File: config.mk
export PLATFORM = sky130hd
export DESIGN_NAME = wps_divider
export DESIGN_NICKNAME = d
export VERILOG_FILES = /design/src/wps_pkg.sv /design/src/wps_divider.sv
export SDC_FILE = /design/constraint.sdc
export NUM_CORES = 1
export LEC_CHECK = 0
export BUFFER_PORTS_ARGS = -buffer_cell sky130_fd_sc_hd__buf_2
export CORE_MARGIN = 2
export CORE_UTILIZATION = 35
export CTS_CLUSTER_DIAMETER = 200
export DETAILED_ROUTE_END_ITERATION = 16
export HOLD_SLACK_MARGIN = 0.1
export PLACE_DENSITY_LB_ADDON = 0.2
export SETUP_SLACK_MARGIN = 0.5
export SLEW_MARGIN = 20
export SYNTH_ARGS = -nofsm -noshare
export SYNTH_HDL_FRONTEND = slang
export SYNTH_SLANG_ARGS = --single-unit
File: constraint.sdc
create_clock -name i_clk -period 9.9 [get_ports i_clk]
set_clock_uncertainty 0.05 [all_clocks]
set_input_delay 0.495 -clock i_clk [delete_from_list [all_inputs] [get_ports i_clk]]
set_output_delay 0.495 -clock i_clk [all_outputs]
set_load 0.05 [all_outputs]
File: src/wps_pkg.sv
// Package for the waveform pixel shader: widths, register indexes, reset values and types.
`default_nettype none

package wps_pkg;

    // Default parameter values handed to the top level.
    localparam int ROW_BITS_DEF        = 12;
    localparam int LEVEL_FRAC_BITS_DEF = 14;

    // Fixed field widths.
    localparam int SAMPLE_W   = 16;
    localparam int CH_W       = 8;
    localparam int RGB_W      = 3 * CH_W;
    localparam int CFG_IDX_W  = 2;
    localparam int CFG_DATA_W = RGB_W;

    // Quotient bits resolved by each divider stage.
    localparam int DIV_BITS_PER_STAGE = 4;

    // Register indexes of the configuration port.
    typedef enum logic [CFG_IDX_W-1:0] {
        CFG_BACKGROUND = 2'd0,
        CFG_FOREGROUND = 2'd1,
        CFG_HIGHLIGHT  = 2'd2,
        CFG_ROW_COUNT  = 2'd3
    } t_cfg_idx;

    // Reset values of the configuration registers.
    localparam logic [RGB_W-1:0] BACKGROUND_RESET = 24'h000000;
    localparam logic [RGB_W-1:0] FOREGROUND_RESET = 24'hFFFFFF;
    localparam logic [RGB_W-1:0] HIGHLIGHT_RESET  = 24'h0000FF;
    localparam int               ROW_COUNT_RESET  = 64;

    // One colour channel and a packed colour, index 2 being red.
    typedef logic [CH_W-1:0] t_chan;
    typedef t_chan [2:0]     t_rgb;

    // Column span carried alongside the row division.
    typedef struct packed {
        logic signed [SAMPLE_W-1:0] lo;
        logic signed [SAMPLE_W-1:0] hi;
    } t_span;

endpackage

`default_nettype wire

File: src/wps_divider.sv
// Pipelined restoring divider: rounded row position in units of half the strip height.
`default_nettype none

module wps_divider
    import wps_pkg::*;
#(
    parameter int ROW_BITS        = ROW_BITS_DEF,
    parameter int LEVEL_FRAC_BITS = LEVEL_FRAC_BITS_DEF,
    localparam int DW             = ROW_BITS + 1,
    localparam int NW             = ROW_BITS + LEVEL_FRAC_BITS + 2
) (
    input  wire logic                i_clk,
    input  wire logic                i_rst_n,
    input  wire logic [DW-1:0]       i_den,
    input  wire logic                i_valid,
    output logic                     o_ready,
    input  wire logic [ROW_BITS-1:0] i_row,
    input  wire t_span               i_span,
    output logic                     o_valid,
    input  wire logic                i_ready,
    output logic [NW-1:0]            o_quot,
    output t_span                    o_span
);

    localparam int BPS  = DIV_BITS_PER_STAGE;
    localparam int NSTG = (NW + BPS - 1) / BPS;

    logic [NSTG:0]   r_vld;
    logic [NSTG+1:0] adv;
    logic [DW-1:0]   r_rem [0:NSTG];
    logic [NW-1:0]   r_num [0:NSTG];
    t_span           r_span [0:NSTG];
    logic [DW-1:0]   n_rem [1:NSTG];
    logic [NW-1:0]   n_num [1:NSTG];
    logic [NW-1:0]   n_num0;

    // A stage moves on when it is empty or its successor moves on.
    always_comb begin
        adv[NSTG+1] = i_ready;
        for (int s = NSTG; s >= 0; s--) begin
            adv[s] = !r_vld[s] || adv[s+1];
        end
    end

    assign o_ready = adv[0];
    assign o_valid = r_vld[NSTG];
    assign o_quot  = r_num[NSTG];
    assign o_span  = r_span[NSTG];

    // Numerator with half the divisor added for rounding to nearest.
    assign n_num0 = {1'b0, i_row, {(LEVEL_FRAC_BITS + 1){1'b0}}} + NW'(i_den[DW-1:1]);

    // Each stage resolves a few quotient bits, shifted into the numerator word.
    always_comb begin
        logic [DW-1:0] rem;
        logic [NW-1:0] num;
        logic [DW:0]   rt;
        for (int s = 1; s <= NSTG; s++) begin
            rem = r_rem[s-1];
            num = r_num[s-1];
            for (int j = 0; j < BPS; j++) begin
                if ((s - 1) * BPS + j < NW) begin
                    rt  = {rem, num[NW-1]};
                    num = {num[NW-2:0], 1'b0};
                    if (rt >= {1'b0, i_den}) begin
                        rt     = rt - {1'b0, i_den};
                        num[0] = 1'b1;
                    end
                    rem = rt[DW-1:0];
                end
            end
            n_rem[s] = rem;
            n_num[s] = num;
        end
    end

    // Valid bits of the stages.
    always_ff @(posedge i_clk) begin
        if (!i_rst_n) begin
            r_vld <= '0;
        end else begin
            if (adv[0]) begin
                r_vld[0] <= i_valid;
            end
            for (int s = 1; s <= NSTG; s++) begin
                if (adv[s]) begin
                    r_vld[s] <= r_vld[s-1];
                end
            end
        end
    end

    // Stage payloads.
    always_ff @(posedge i_clk) begin
        if (adv[0]) begin
            r_rem[0]  <= '0;
            r_num[0]  <= n_num0;
            r_span[0] <= i_span;
        end
        for (int s = 1; s <= NSTG; s++) begin
            if (adv[s]) begin
                r_rem[s]  <= n_rem[s];
                r_num[s]  <= n_num[s];
                r_span[s] <= r_span[s-1];
            end
        end
    end

endmodule

`default_nettype wire

After elaboration in Yosys (flattened, before gate mapping)
Memory sizes are Yosys's and may differ from the RTL's.
Index checks and enable logic that the tools add are counted.
{ "totals": {"n_memories": 3, "register_bits": 8, "inputBits": 61, "wordCells": 156, "mem_bits_rw": 584, "output_inout_bits": 62} }
{ "memory_table": {"columns": ["name", "words", "width", "read_ports", "rd_clocked_by_memory_dff", "write_ports", "line", "rtl"], "rows": [
  ["r_span", 8, 32, 8, 0, 8, "wps_divider.sv:32", "t_span r_span [0:NSTG];"],
  ["r_num", 8, 28, 8, 0, 8, "wps_divider.sv:31", "logic [NW-1:0] r_num [0:NSTG];"],
  ["r_rem", 8, 13, 7, 0, 8, "wps_divider.sv:30", "logic [DW-1:0] r_rem [0:NSTG];"]
]} }
{ "classes": {"add_sub_neg": 29, "n_reduce_logical": 16, "n_lt_le_gt_ge": 28, "n_mux": 72} }
{ "op_table": {"columns": ["cell", "n"], "rows": [
  ["14-bit by 13-bit >= comparator with 1-bit output", 28],
  ["13-bit 2-to-1 mux", 28],
  ["13-bit subtractor", 28],
  ["1-bit 2-to-1 mux", 44],
  ["27-bit by 12-bit adder with 28-bit output", 1],
  ["1-bit zero test", 8],
  ["1-bit logical OR", 8]
]} }

Longest topological paths before layout
{ "logic_depth": {"word_depth": 11, "depth_mapped": 47, "depth_no_buf": 43} }

Worst setup path after synthesis
OpenSTA, ideal clock, no wires.
{ "synth_timing": {"path_type": "input -> register", "from": "input port i_den[1]", "to": "memory r_rem[5][11] (netlist bit), data pin", "arrival_ns": 9.769, "setup_time_ns": 0.261, "setup_slack_ns": -0.180, "path_buffers": 6, "required_time_ns": 9.589, "stages": 42, "cell_sequence": "inv_1 > ha_1 > nand4_1 > nor4_1 > or4_4 > o22ai_4 > clkbuf_1 > buf_1 > nor2_1 > a21oi_1 > fa_1 > nor2b_1 > o311ai_0 > a31o_2 > nand3b_1 > a221oi_1 > and2_1 > buf_6 > [6 not listed] > o31ai_1 > o21ai_0 > a21oi_1 > a21o_1 > clkbuf_1 > mux2i_1 > ha_1 > nor2b_1 > o21ai_0 > a21boi_0 > o221ai_1 > a21oi_1 > o21ai_0 > and2_0 > a22o_4 > inv_2 > buf_6 > a221o_1"} }
{ "synth_lines": {"columns": ["element", "line", "rtl"], "rows": [
  ["from (decl)", "wps_divider.sv:14", "input wire logic [DW-1:0] i_den,"],
  ["to (decl)", "wps_divider.sv:30", null]
]} }

==> run metrics <==
Worst Hold Path Cells=3; post-synthesis sequential element count=553; Clk Tree Root Cell=clkbuf_16; vertical die dimension=328 µm; slew at the pin with the worst max-slew slack=0.975 ns; arrival time of the worst setup path=9.42 ns; placed wire-length estimate after detailed placement=78600 µm; RSZ-0062 raised after global routing=true; fin nets=4324; library cell occupying the most area in the post-synthesis netlist=edfxtp_1; Slowest cell on crit path=or4_4; gr ovfl total=0; # setup viols final=0; Fmax=111 MHz; instance area after placement=0.0415 mm²; global-route usage over all layers=0.192; Longest Clk Path Bufs=3; Min-Delay Path Class=input port to register; Core Area=0.104 mm²; Required @ worst endpoint=10.29 ns; largest cells by area after synthesis=edfxtp_1 (44%), ha_1 (12%), xnor2_1 (3.6%); Critical Path Most Common Cell=ha_1; Min-Delay Endpoint=r_vld[7]$_SDFFE_PN0P_; crit path buf inv count=3; relative max-transition margin=0.350; TritonCTS clock tree=yes; number of iterations in the first detailed-routing pass=5; Yosys warning total=0; clock latency of the later-clocked register in the worst-skew pair=0.68 ns; status=finished, final reports clean; Post-Route WL=105000 µm; post-route clock period utilization=0.912; total count of hold-check failures in the final report=0; ys async rst share=0; number of clock buffers inserted by TritonCTS=61; Max Transition Viols Final=0; gpl congestion=0.894; Num Clock Sinks=553; vias per cell=5.26; Post-Synthesis Mean Instance Area=10.9 µm²; initial core utilization=0.354; max-capacitance violation count=0; global-route wire length before repair=159000 µm; fraction of layout cells with a size suffix above 1=0.226; count of pins on the block boundary=123; start of the worst register-to-register path=r_rem[3][10]$_DFFE_PP_; dominant register cell in the synthesized netlist=edfxtp_1; minimum setup slack among reg-to-reg paths=0.87 ns; Unique masters post-synth=92; initial detailed-routing violation count=1890; vias in the first global route=27000; Yosys top cell area share=0.445; commonest cells after routing, fill and taps aside=edfxtp_1 (545), buf_4 (365), ha_1 (340); Crit path max-delay family=compound AO/OA/AOI/OAI gates; worst flop-to-flop path endpoint=r_rem[4][11]$_DFFE_PP_; total via count in the routed design=28000; Die Area=0.108 mm²; pin count of the biggest net entering global routing=62; depth of the worst register-to-register path=35; clock-pin slew on the worst setup and hold paths=0.06 ns; number of cell rows=118; growth of design area from synthesis to finish=22.1%; number of antenna violations at the first check in global routing=1; Mapped Area=0.0368 mm²; EDFF count, synth=545; most frequent standard cell in the layout excluding fill and tap cells=edfxtp_1; detailed-route DRC error count=0; post-synthesis sequential area ratio=0.449; startpoint class of the critical path=register; number of H-tree levels=2; Port Buf Inserts=122; beginning of the worst hold path=i_ready; worst setup path class=register to register; fin crit period=9.03 ns; remaining antenna violation count after routing=0; CP peak stage delay=0.60 ns; crit path max fanout=7; die boundary width=328 µm; post-synthesis cell count=3363; critical path capture point type=register; post-detailed-route wirelength per cell=19.8 µm; summed area of non-filler cells in the final layout=0.0449 mm²
[layer usage]
layer,global-route usage,wire length [µm],vias to the layer above
li1,-,-,13800
met1,0.263,49100,13500
met2,0.315,48900,548
met3,0.0276,4690,139
met4,0.0529,2780,0
met5,0,0,-
[cell type report]
cell class | instances | area [µm²]
clock inverter | 35 | 345
inverter | 172 | 673
timing repair buffer | 574 | 4460
clock buffer | 77 | 1640
sequential | 553 | 16500
multi-input combinational | 2527 | 19600
fill | 9857 | 59000
tap | 1380 | 1730
antenna | 1 | 2.50
[flip-flops by register name, summed over array words and instances, names as in the netlist]
register,count
r_vld,8
r_span,256
r_rem,78
r_num,211
[per-stage QoR]
step                cells   util  setup slack [ns]  hold WS (ns)  TNS, ns
finish               5319  0.432             0.869         0.193        0
global route         5318  0.432             0.394         0.168        0
CTS                  5274  0.425             0.490         0.142        0
detailed placement   5103  0.399            -0.174         0.355    -2.18
global placement     5103  0.399            -0.274         0.350    -2.73
floorplan            3367      -             0.471         0.350        0
[synth_stat cells (all sizes together), types with 55 or more instances]
| cell type | instances |
|---|---|
| a21o | 88 |
| buf | 84 |
| edfxtp | 545 |
| mux2 | 116 |
| nand4 | 65 |
| nand3 | 65 |
| xor2 | 85 |
| a21oi | 203 |
| inv | 170 |
| ha | 350 |
| nor3 | 74 |
| nor2b | 55 |
| nor2 | 235 |
| nand2 | 228 |
| xnor2 | 150 |
| o21ai | 172 |
[worst max path at each step]
stage,from,endpoint,cells after the start
3_3_place_gp,i_den[11],r_rem[3][12]$_DFFE_PP_,40
6_report,r_rem[3][10]$_DFFE_PP_,r_rem[4][11]$_DFFE_PP_,35
5_1_grt,r_num[0][83]$_DFFE_PP_,r_rem[3][12]$_DFFE_PP_,45
3_5_place_dp,i_den[11],r_rem[5][6]$_DFFE_PP_,42
2_1_floorplan,i_den[1],r_rem[1][12]$_DFFE_PP_,39
4_1_cts,r_rem[3][10]$_DFFE_PP_,r_rem[4][11]$_DFFE_PP_,35
[logic make-up after synthesis]
| logic type | Yosys count | synth area share |
|---|---|---|
| compound gates | 839 | 0.157 |
| flops | 553 | 0.449 |
| other cells | 1 | 0.000102 |
| mux | 156 | 0.0465 |
| simple gates | 916 | 0.123 |
| xor+xnor | 235 | 0.0559 |
| fa+ha+maj | 374 | 0.132 |
| buf+inv | 289 | 0.0369 |
[worst register-to-register path, delay by kind of cell, from the launching register on]
family	cells	cell delay, ns
and+or+nand+nor	8	2.06
DFF	1	0.42
adders and majority gates	4	1.33
muxes	1	0.42
buffers and inverters	3	0.50
AOI/OAI and AO/OA	19	4.03
[timing repair]
action | CTS | global route
hold buffers | 58 | 0
cloned | 1 | 3
resized for setup | 13 | 106
setup buffers | 0 | 40
pin swaps | 1 | 37
setup endpoints to repair | 38 | 82
endpoints found under the hold margin | 63 | 0
Power is left out: the tool's default activity adds up to more than one toggle a clock period on the data nets, which glitch-free logic cannot reach.
