==> src/wps_pkg.sv <==
// Package for the waveform pixel shader: widths, register indexes, reset values and types.
`default_nettype none

package wps_pkg;

    // Default parameter values handed to the top level.
    localparam int ROW_BITS_DEF        = 12;
    localparam int LEVEL_FRAC_BITS_DEF = 14;

    // Fixed field widths.
    localparam int SAMPLE_W   = 16;
    localparam int CH_W       = 8;
    localparam int RGB_W      = 3 * CH_W;
    localparam int CFG_IDX_W  = 2;
    localparam int CFG_DATA_W = RGB_W;

    // Quotient bits resolved by each divider stage.
    localparam int DIV_BITS_PER_STAGE = 4;

    // Register indexes of the configuration port.
    typedef enum logic [CFG_IDX_W-1:0] {
        CFG_BACKGROUND = 2'd0,
        CFG_FOREGROUND = 2'd1,
        CFG_HIGHLIGHT  = 2'd2,
        CFG_ROW_COUNT  = 2'd3
    } t_cfg_idx;

    // Reset values of the configuration registers.
    localparam logic [RGB_W-1:0] BACKGROUND_RESET = 24'h000000;
    localparam logic [RGB_W-1:0] FOREGROUND_RESET = 24'hFFFFFF;
    localparam logic [RGB_W-1:0] HIGHLIGHT_RESET  = 24'h0000FF;
    localparam int               ROW_COUNT_RESET  = 64;

    // One colour channel and a packed colour, index 2 being red.
    typedef logic [CH_W-1:0] t_chan;
    typedef t_chan [2:0]     t_rgb;

    // Column span carried alongside the row division.
    typedef struct packed {
        logic signed [SAMPLE_W-1:0] lo;
        logic signed [SAMPLE_W-1:0] hi;
    } t_span;

endpackage

`default_nettype wire

==> src/wps_shade.sv <==
// Shading pipeline: level, edge distance, colour blend, clamp and highlight mix.
`default_nettype none

module wps_shade
    import wps_pkg::*;
#(
    parameter int ROW_BITS        = ROW_BITS_DEF,
    parameter int LEVEL_FRAC_BITS = LEVEL_FRAC_BITS_DEF,
    localparam int NW             = ROW_BITS + LEVEL_FRAC_BITS + 2
) (
    input  wire logic          i_clk,
    input  wire logic          i_rst_n,
    input  wire t_rgb          i_bg,
    input  wire t_rgb          i_fg,
    input  wire t_rgb          i_hl,
    input  wire logic          i_valid,
    output logic               o_ready,
    input  wire logic [NW-1:0] i_quot,
    input  wire t_span         i_span,
    output logic               o_valid,
    input  wire logic          i_ready,
    output t_rgb               o_plain,
    output t_rgb               o_played
);

    localparam int F     = LEVEL_FRAC_BITS;
    localparam int LW    = NW + 1;
    localparam int CW    = ((LW > SAMPLE_W) ? LW : SAMPLE_W) + 1;
    localparam int FW    = SAMPLE_W + 3;
    localparam int PW    = FW + 1 + CH_W + 1;
    localparam int UW    = CH_W + F;
    localparam int TW    = (((UW + 1) > PW) ? (UW + 1) : PW) + 1;
    localparam int QW    = CH_W + F + 3;
    localparam int NSTG  = 5;

    localparam logic signed [CW-1:0] ONE_L = CW'(1) << F;
    localparam logic signed [TW-1:0] TMAX  = TW'((2 ** CH_W) - 1) << F;

    logic [NSTG-1:0] r_vld;
    logic [NSTG:0]   adv;

    // Stage registers.
    logic [CW-1:0]          r_dist_lo, r_dist_hi;
    logic                   r_outside;
    logic [FW-1:0]          r_gain;
    logic signed [PW-1:0]   r_prod [0:2];
    logic [UW-1:0]          r_t [0:2];
    t_rgb                   r_plain, r_played;

    // Next values.
    logic [CW-1:0]          n_dist_lo, n_dist_hi;
    logic                   n_outside;
    logic [FW-1:0]          n_gain;
    logic signed [PW-1:0]   n_prod [0:2];
    logic [UW-1:0]          n_t [0:2];
    t_rgb                   n_plain, n_played;

    // A stage moves on when it is empty or its successor moves on.
    always_comb begin
        adv[NSTG] = i_ready;
        for (int s = NSTG - 1; s >= 0; s--) begin
            adv[s] = !r_vld[s] || adv[s+1];
        end
    end

    assign o_ready  = adv[0];
    assign o_valid  = r_vld[NSTG-1];
    assign o_plain  = r_plain;
    assign o_played = r_played;

    // Level of the row and its distances to both span edges.
    always_comb begin
        logic signed [CW-1:0] lvl, d_lo, d_hi;
        lvl       = ONE_L - signed'(CW'(i_quot));
        d_lo      = lvl - CW'(i_span.lo);
        d_hi      = lvl - CW'(i_span.hi);
        n_outside = d_lo[CW-1] || (!d_hi[CW-1] && (d_hi != '0));
        n_dist_lo = d_lo[CW-1] ? CW'(-d_lo) : CW'(d_lo);
        n_dist_hi = d_hi[CW-1] ? CW'(-d_hi) : CW'(d_hi);
    end

    // Blend gain: seven times the nearer distance; inside the span it fits the sample width.
    always_comb begin
        logic [CW-1:0]       dmin;
        logic [SAMPLE_W-1:0] d16;
        dmin   = (r_dist_lo < r_dist_hi) ? r_dist_lo : r_dist_hi;
        d16    = dmin[SAMPLE_W-1:0];
        n_gain = r_outside ? '0 : ({1'b0, d16, 2'b00} + {2'b00, d16, 1'b0} + FW'(d16));
    end

    // Gain times the foreground minus background difference, per channel.
    always_comb begin
        logic signed [CH_W:0] diff;
        for (int c = 0; c < 3; c++) begin
            diff      = signed'({1'b0, i_fg[c]}) - signed'({1'b0, i_bg[c]});
            n_prod[c] = PW'(signed'({1'b0, r_gain}) * diff);
        end
    end

    // Add the background term and clamp to the channel range.
    always_comb begin
        logic signed [TW-1:0] t;
        for (int c = 0; c < 3; c++) begin
            t = signed'(TW'({i_bg[c], {F{1'b0}}})) + TW'(r_prod[c]);
            if (t[TW-1]) begin
                n_t[c] = '0;
            end else if (t > TMAX) begin
                n_t[c] = UW'(TMAX);
            end else begin
                n_t[c] = t[UW-1:0];
            end
        end
    end

    // Round to the plain channel and mix a quarter of the highlight for the played one.
    always_comb begin
        logic [UW-1:0] ps;
        logic [QW-1:0] qs;
        for (int c = 0; c < 3; c++) begin
            ps          = r_t[c] + (UW'(1) << (F - 1));
            qs          = (QW'(i_hl[c]) << F) + QW'(r_t[c]) + (QW'(r_t[c]) << 1)
                        + (QW'(1) << (F + 1));
            n_plain[c]  = ps[F +: CH_W];
            n_played[c] = qs[(F + 2) +: CH_W];
        end
    end

    // Valid bits of the stages.
    always_ff @(posedge i_clk) begin
        if (!i_rst_n) begin
            r_vld <= '0;
        end else begin
            if (adv[0]) begin
                r_vld[0] <= i_valid;
            end
            for (int s = 1; s < NSTG; s++) begin
                if (adv[s]) begin
                    r_vld[s] <= r_vld[s-1];
                end
            end
        end
    end

    // Stage payloads.
    always_ff @(posedge i_clk) begin
        if (adv[0]) begin
            r_dist_lo <= n_dist_lo;
            r_dist_hi <= n_dist_hi;
            r_outside <= n_outside;
        end
        if (adv[1]) begin
            r_gain <= n_gain;
        end
        if (adv[2]) begin
            r_prod <= n_prod;
        end
        if (adv[3]) begin
            r_t <= n_t;
        end
        if (adv[4]) begin
            r_plain  <= n_plain;
            r_played <= n_played;
        end
    end

endmodule

`default_nettype wire

==> config.mk <==
export PLATFORM = sky130hd
export DESIGN_NAME = wps_shade
export DESIGN_NICKNAME = d
export VERILOG_FILES = /design/src/wps_pkg.sv /design/src/wps_shade.sv
export SDC_FILE = /design/constraint.sdc
export NUM_CORES = 2
export LEC_CHECK = 0
export BUFFER_PORTS_ARGS = -buffer_cell sky130_fd_sc_hd__buf_4
export CORE_MARGIN = 2
export CORE_UTILIZATION = 40
export DETAILED_ROUTE_END_ITERATION = 12
export GPL_ROUTABILITY_DRIVEN = 0
export REMOVE_ABC_BUFFERS = 1
export SLEW_MARGIN = 10
export SYNTH_ARGS = -nofsm -noshare
export SYNTH_HDL_FRONTEND = slang
export SYNTH_SLANG_ARGS = --single-unit
==> constraint.sdc <==
create_clock -name i_clk -period 11.6 [get_ports i_clk]
set_input_delay 2.32 -clock i_clk [delete_from_list [all_inputs] [get_ports i_clk]]
set_output_delay 2.32 -clock i_clk [all_outputs]
set_load 0.01 [all_outputs]
* Yosys cells after proc, flatten, opt, wreduce, memory -nomap -nowiden *
Cells that the tools add are included.

operators by class
  $mul = 3
  mux-type cells = 6
  reductions and logical operators = 17
  order comparisons = 4
  add/subtract/negate cells = 25

operators with widths
  operator                  number
  $add A23 B29 Y30          3
  $gt A30 B23 Y1 const B    3
  $mul A20 B9 Y29           3
  $add A23 B23 Y24          3
  $add A24 B16 Y24 const B  3
  $add A22 B22 Y23          3
  $add A22 B14 Y22 const B  3
  $mux W22                  3
  $neg A30 Y30              2
  $sub A29 B16 Y30          2
  $mux W29                  2
  $lt A30 B30 Y1            1
  $reduce_bool A30 Y1       1
  $sub A15 B28 Y29 const A  1
  $sub A8 B8 Y9             3
  $add A18 B17 Y19          1
  $add A19 B16 Y19          1
  $mux W16                  1
  $logic_not A1 Y1          6
  $logic_or A1 B1 Y1        6
  $reduce_or A2 Y1          3
  $logic_and A1 B1 Y1       1

storage, ports and cells
  output and inout port bits = 50
  word-level logic and storage cells = 81
  bits in registers = 286
  input port bits = 136

* Logic depth before layout (Yosys ltp) *
  word-level depth = 6
  depth in mapped cells = 32
  depth with buffers taken out = 32

* Worst setup path before layout *
No wires, ideal clock.

  path type = input to register
  start = in i_fg[0] (netlist bit)
  end = reg r_prod[86] (netlist bit), data pin
  buffers on the path = 1
  library setup time = 0.268 ns
  path slack = 2.304 ns
  data required time = 11.332 ns
  stages on the path = 29
  arrival time = 9.028 ns
  cells stage by stage = inv_1 > ha_1 > fa_1 > nor2b_1 > o21ai_0 > nand2b_1 > a21oi_1 > o21ai_0 > xor2_1 > clkbuf_1 > nand2_1 > fa_1 > fa_1 > inv_1 > fa_1 > fa_1 > inv_1 > fa_1 > inv_1 > ha_1 > nor2b_1 > or3_1 > a32oi_1 > a21oi_1 > a41oi_1 > a21oi_1 > a41o_1 > o41ai_1 > xnor2_1

RTL lines
  item                  RTL line          RTL
  start, declared       wps_shade.sv:14   input wire t_rgb i_fg,
  end signal, assigned  wps_shade.sv:155  r_prod <= n_prod;
  end, declared         wps_shade.sv:46   logic signed [PW-1:0] r_prod [0:2];

==> impl_metrics.tcl <==
set metrics [dict create \
    cts_buffers 34 \
    cts_max_path_buffers 3 \
    slowest_stage "xnor2_2" \
    ir_worst_vdd_mv 0.1973 \
    nets 5056 \
    avgSynthCellArea_um2 10.02 \
    die_area_um2 97930 \
    grt_pass1_wl_um 136400 \
    num_vias 26558 \
    ys_dominant_reg_cell "edfxtp_1" \
    netlist_instances 3809 \
    skew_ps 20.29 \
    maxCapViolCount 0 \
    finalCriticalPeriod_ps 9432 \
    layout_common_cells "540 x ha_1, 450 x inv_1, 408 x fa_1, 289 x and2_1, 281 x edfxtp_1" \
    slew_headroom_pct 26.11 \
    cpPeakStageDelay_ps 660 \
    timing.critical_path.required_ps 11880 \
    power.density_nw_per_um2 273.6 \
    viasPerCell 5.045 \
    leakage_nw 20.70 \
    wire_per_inst_um 15.18 \
    cts_tree "yes" \
    synth_edf_count 281 \
    clock-sinks 286 \
    grt-ovfl-total 0 \
    cts_root_buffer "clkbuf_16" \
    drt-initial-drc-count 1236 \
    wirelength_um 79910 \
    io_pins 186 \
    grt_pass1_vias 27317 \
    hold_buffers 0 \
    async_reset_ff_share_pct 0 \
    post_cts_buffers 0 \
    final_util_pct 44.69 \
    firstDrtPassIters 5 \
    antenna_found_initial 3 \
    netlist_area_um2 38180 \
    start_kind "input port" \
    synth_cell_types 97 \
    drc 0 \
    ys_top_cells_by_area "edfxtp_1 22%, fa_1 21%, ha_1 18%" \
    synth_seq_area_share_pct 22.36 \
    drv_slew 0 \
    setup.worst_path.end_class "flop" \
    grtUsageTotal_pct 16.78 \
    crit_arrival_ps 9710 \
    cp_common_cell "fa_1" \
    die_w_um 312.9 \
    die_y_um 312.9 \
    rsz0062_at_grt "no" \
    fp-row-count 113 \
    syn2layout_area_growth_pct 10.87 \
    hold_viol 0 \
    outcome "finished, final reports clean" \
    synth_top_cell_by_area "edfxtp_1" \
    final-setup-viol-count 0 \
    fin_tns_setup_ps 0 \
    coreArea_um2 94730 \
    fmax_mhz 106.0 \
    hold_path_class "reg -> reg" \
    grt_max_degree 77 \
    start_util_pct 40.30 \
    cts.reportedPaths.clkPinSlew_ps 70 \
    detail-route-antenna-nets 0 \
    final_common_cell "ha_1" \
    htree_levels 2 \
    critPathMaxFanout 19 \
    p_total_mw 11.58 \
    hpwl_um 64200 \
    path_class "in -> reg" \
    ys_seq_elements 286 \
    ys_warn_count 0 \
    io_buffers 185 \
    fillCellCount 9114 \
    tightest_slew_ps 1108 \
    drive_above_1_share_pct 9.057 \
    period_share_pct 81.31 \
    synth_top_area_share_pct 22.10 \
    clkLatencyLatePin_ps 550 \
    cts_resized 0 \
]
==> worst max-delay path: cells and delay by family <==
family	cells	cell delay [ps]
AOI/OAI and AO/OA	10	1950
xor gates and xnor gates	2	780
adders and majority gates	7	3170
buffers and inverters	5	300
and+or+nand+nor	7	1190
==> cell type report <==
cell class	count	area [µm²]	share of cell area, %
Timing Repair Buffer	223	1674	3.955
Inverter	452	1698	4.011
Sequential cell	286	8538	20.17
Clock inverter	22	296.5	0.7005
Tap cell	1265	1583	3.739
Antenna cell	2	5.005	0.01182
Clock buffer	39	890.9	2.105
Multi-Input combinational cell	2975	27640	65.31
==> sequential cells by signal (all words and copies together), names as in the netlist <==
register   cells
r_gain        19
o_played      24
r_vld          5
r_dist_hi     30
r_outside      1
r_dist_lo     30
r_t           66
o_plain       24
r_prod        87
==> cell usage after synthesis, types with 54 or more instances <==
cell	n
a21oi_1	162
nor2_1	208
nand2b_1	129
xor2_1	85
nand2_1	222
edfxtp_1	281
xnor2_1	193
nor3_1	60
o21ai_0	85
clkbuf_1	88
a21o_1	91
ha_1	540
and2_1	289
nor2b_1	54
inv_1	452
fa_1	408
==> cell families (layout without fill, tap and decap cells) <==
kind of cell / count (synthesis) / in the layout / synth area share, %
buf+inv: 548 / 736 / 5.424
simple gates: 1170 / 1170 / 16.34
fa+ha+maj: 948 / 948 / 39.09
other cells: 0 / 2 / 0
xor+xnor: 280 / 280 / 6.463
flops: 286 / 286 / 22.36
compound gates: 551 / 551 / 9.602
mux: 26 / 26 / 0.7177
==> per-stage QoR <==
| stage | cell area [µm²] | hold slack [ps] | std cells | setup WS (ps) |
|---|---|---|---|---|
| floorplan | 37810 | 450.7 | 3713 | 2282 |
| global route | 42330 | 520.2 | 5263 | 1475 |
| detailed placement | 41140 | 477.8 | 5201 | 1670 |
| global placement | 41140 | 456.8 | 5201 | 1725 |
| CTS | 42320 | 493.3 | 5262 | 2216 |
| finish | 42330 | 493.0 | 5264 | 2168 |
==> path summary, 6_finish.rpt <==
path / depth (start not counted) / to / startpoint / slack [ps]
min reg2reg: 2 / r_vld[3] / r_vld[2] / 490
max reg2reg: 20 / r_prod[86] / r_gain[0] / 5110
min: 2 / r_vld[3] / r_vld[2] / 490
max: 31 / r_prod[86] / i_bg[1] / 2170
==> per-layer routing <==
metal | share of wire (%) | vias to the layer above | global-route usage, %
met5 | 0.014 | - | 0
met4 | 1.8 | 2 | 3.643
met1 | 47 | 12837 | 22.98
met2 | 47 | 405 | 28.75
met3 | 3.4 | 82 | 1.700
li1 | - | 13232 | -
==> power breakdown <==
group / leakage (nW) / internal [mW] / switching, mW
clock: 0.576 / 0.692 / 0.452
sequential: 3.16 / 1.90 / 0.246
combinational: 17.0 / 3.73 / 4.56
total: 20.7 / 6.33 / 5.25
No activity file was read; power rests on OpenSTA's default activity.
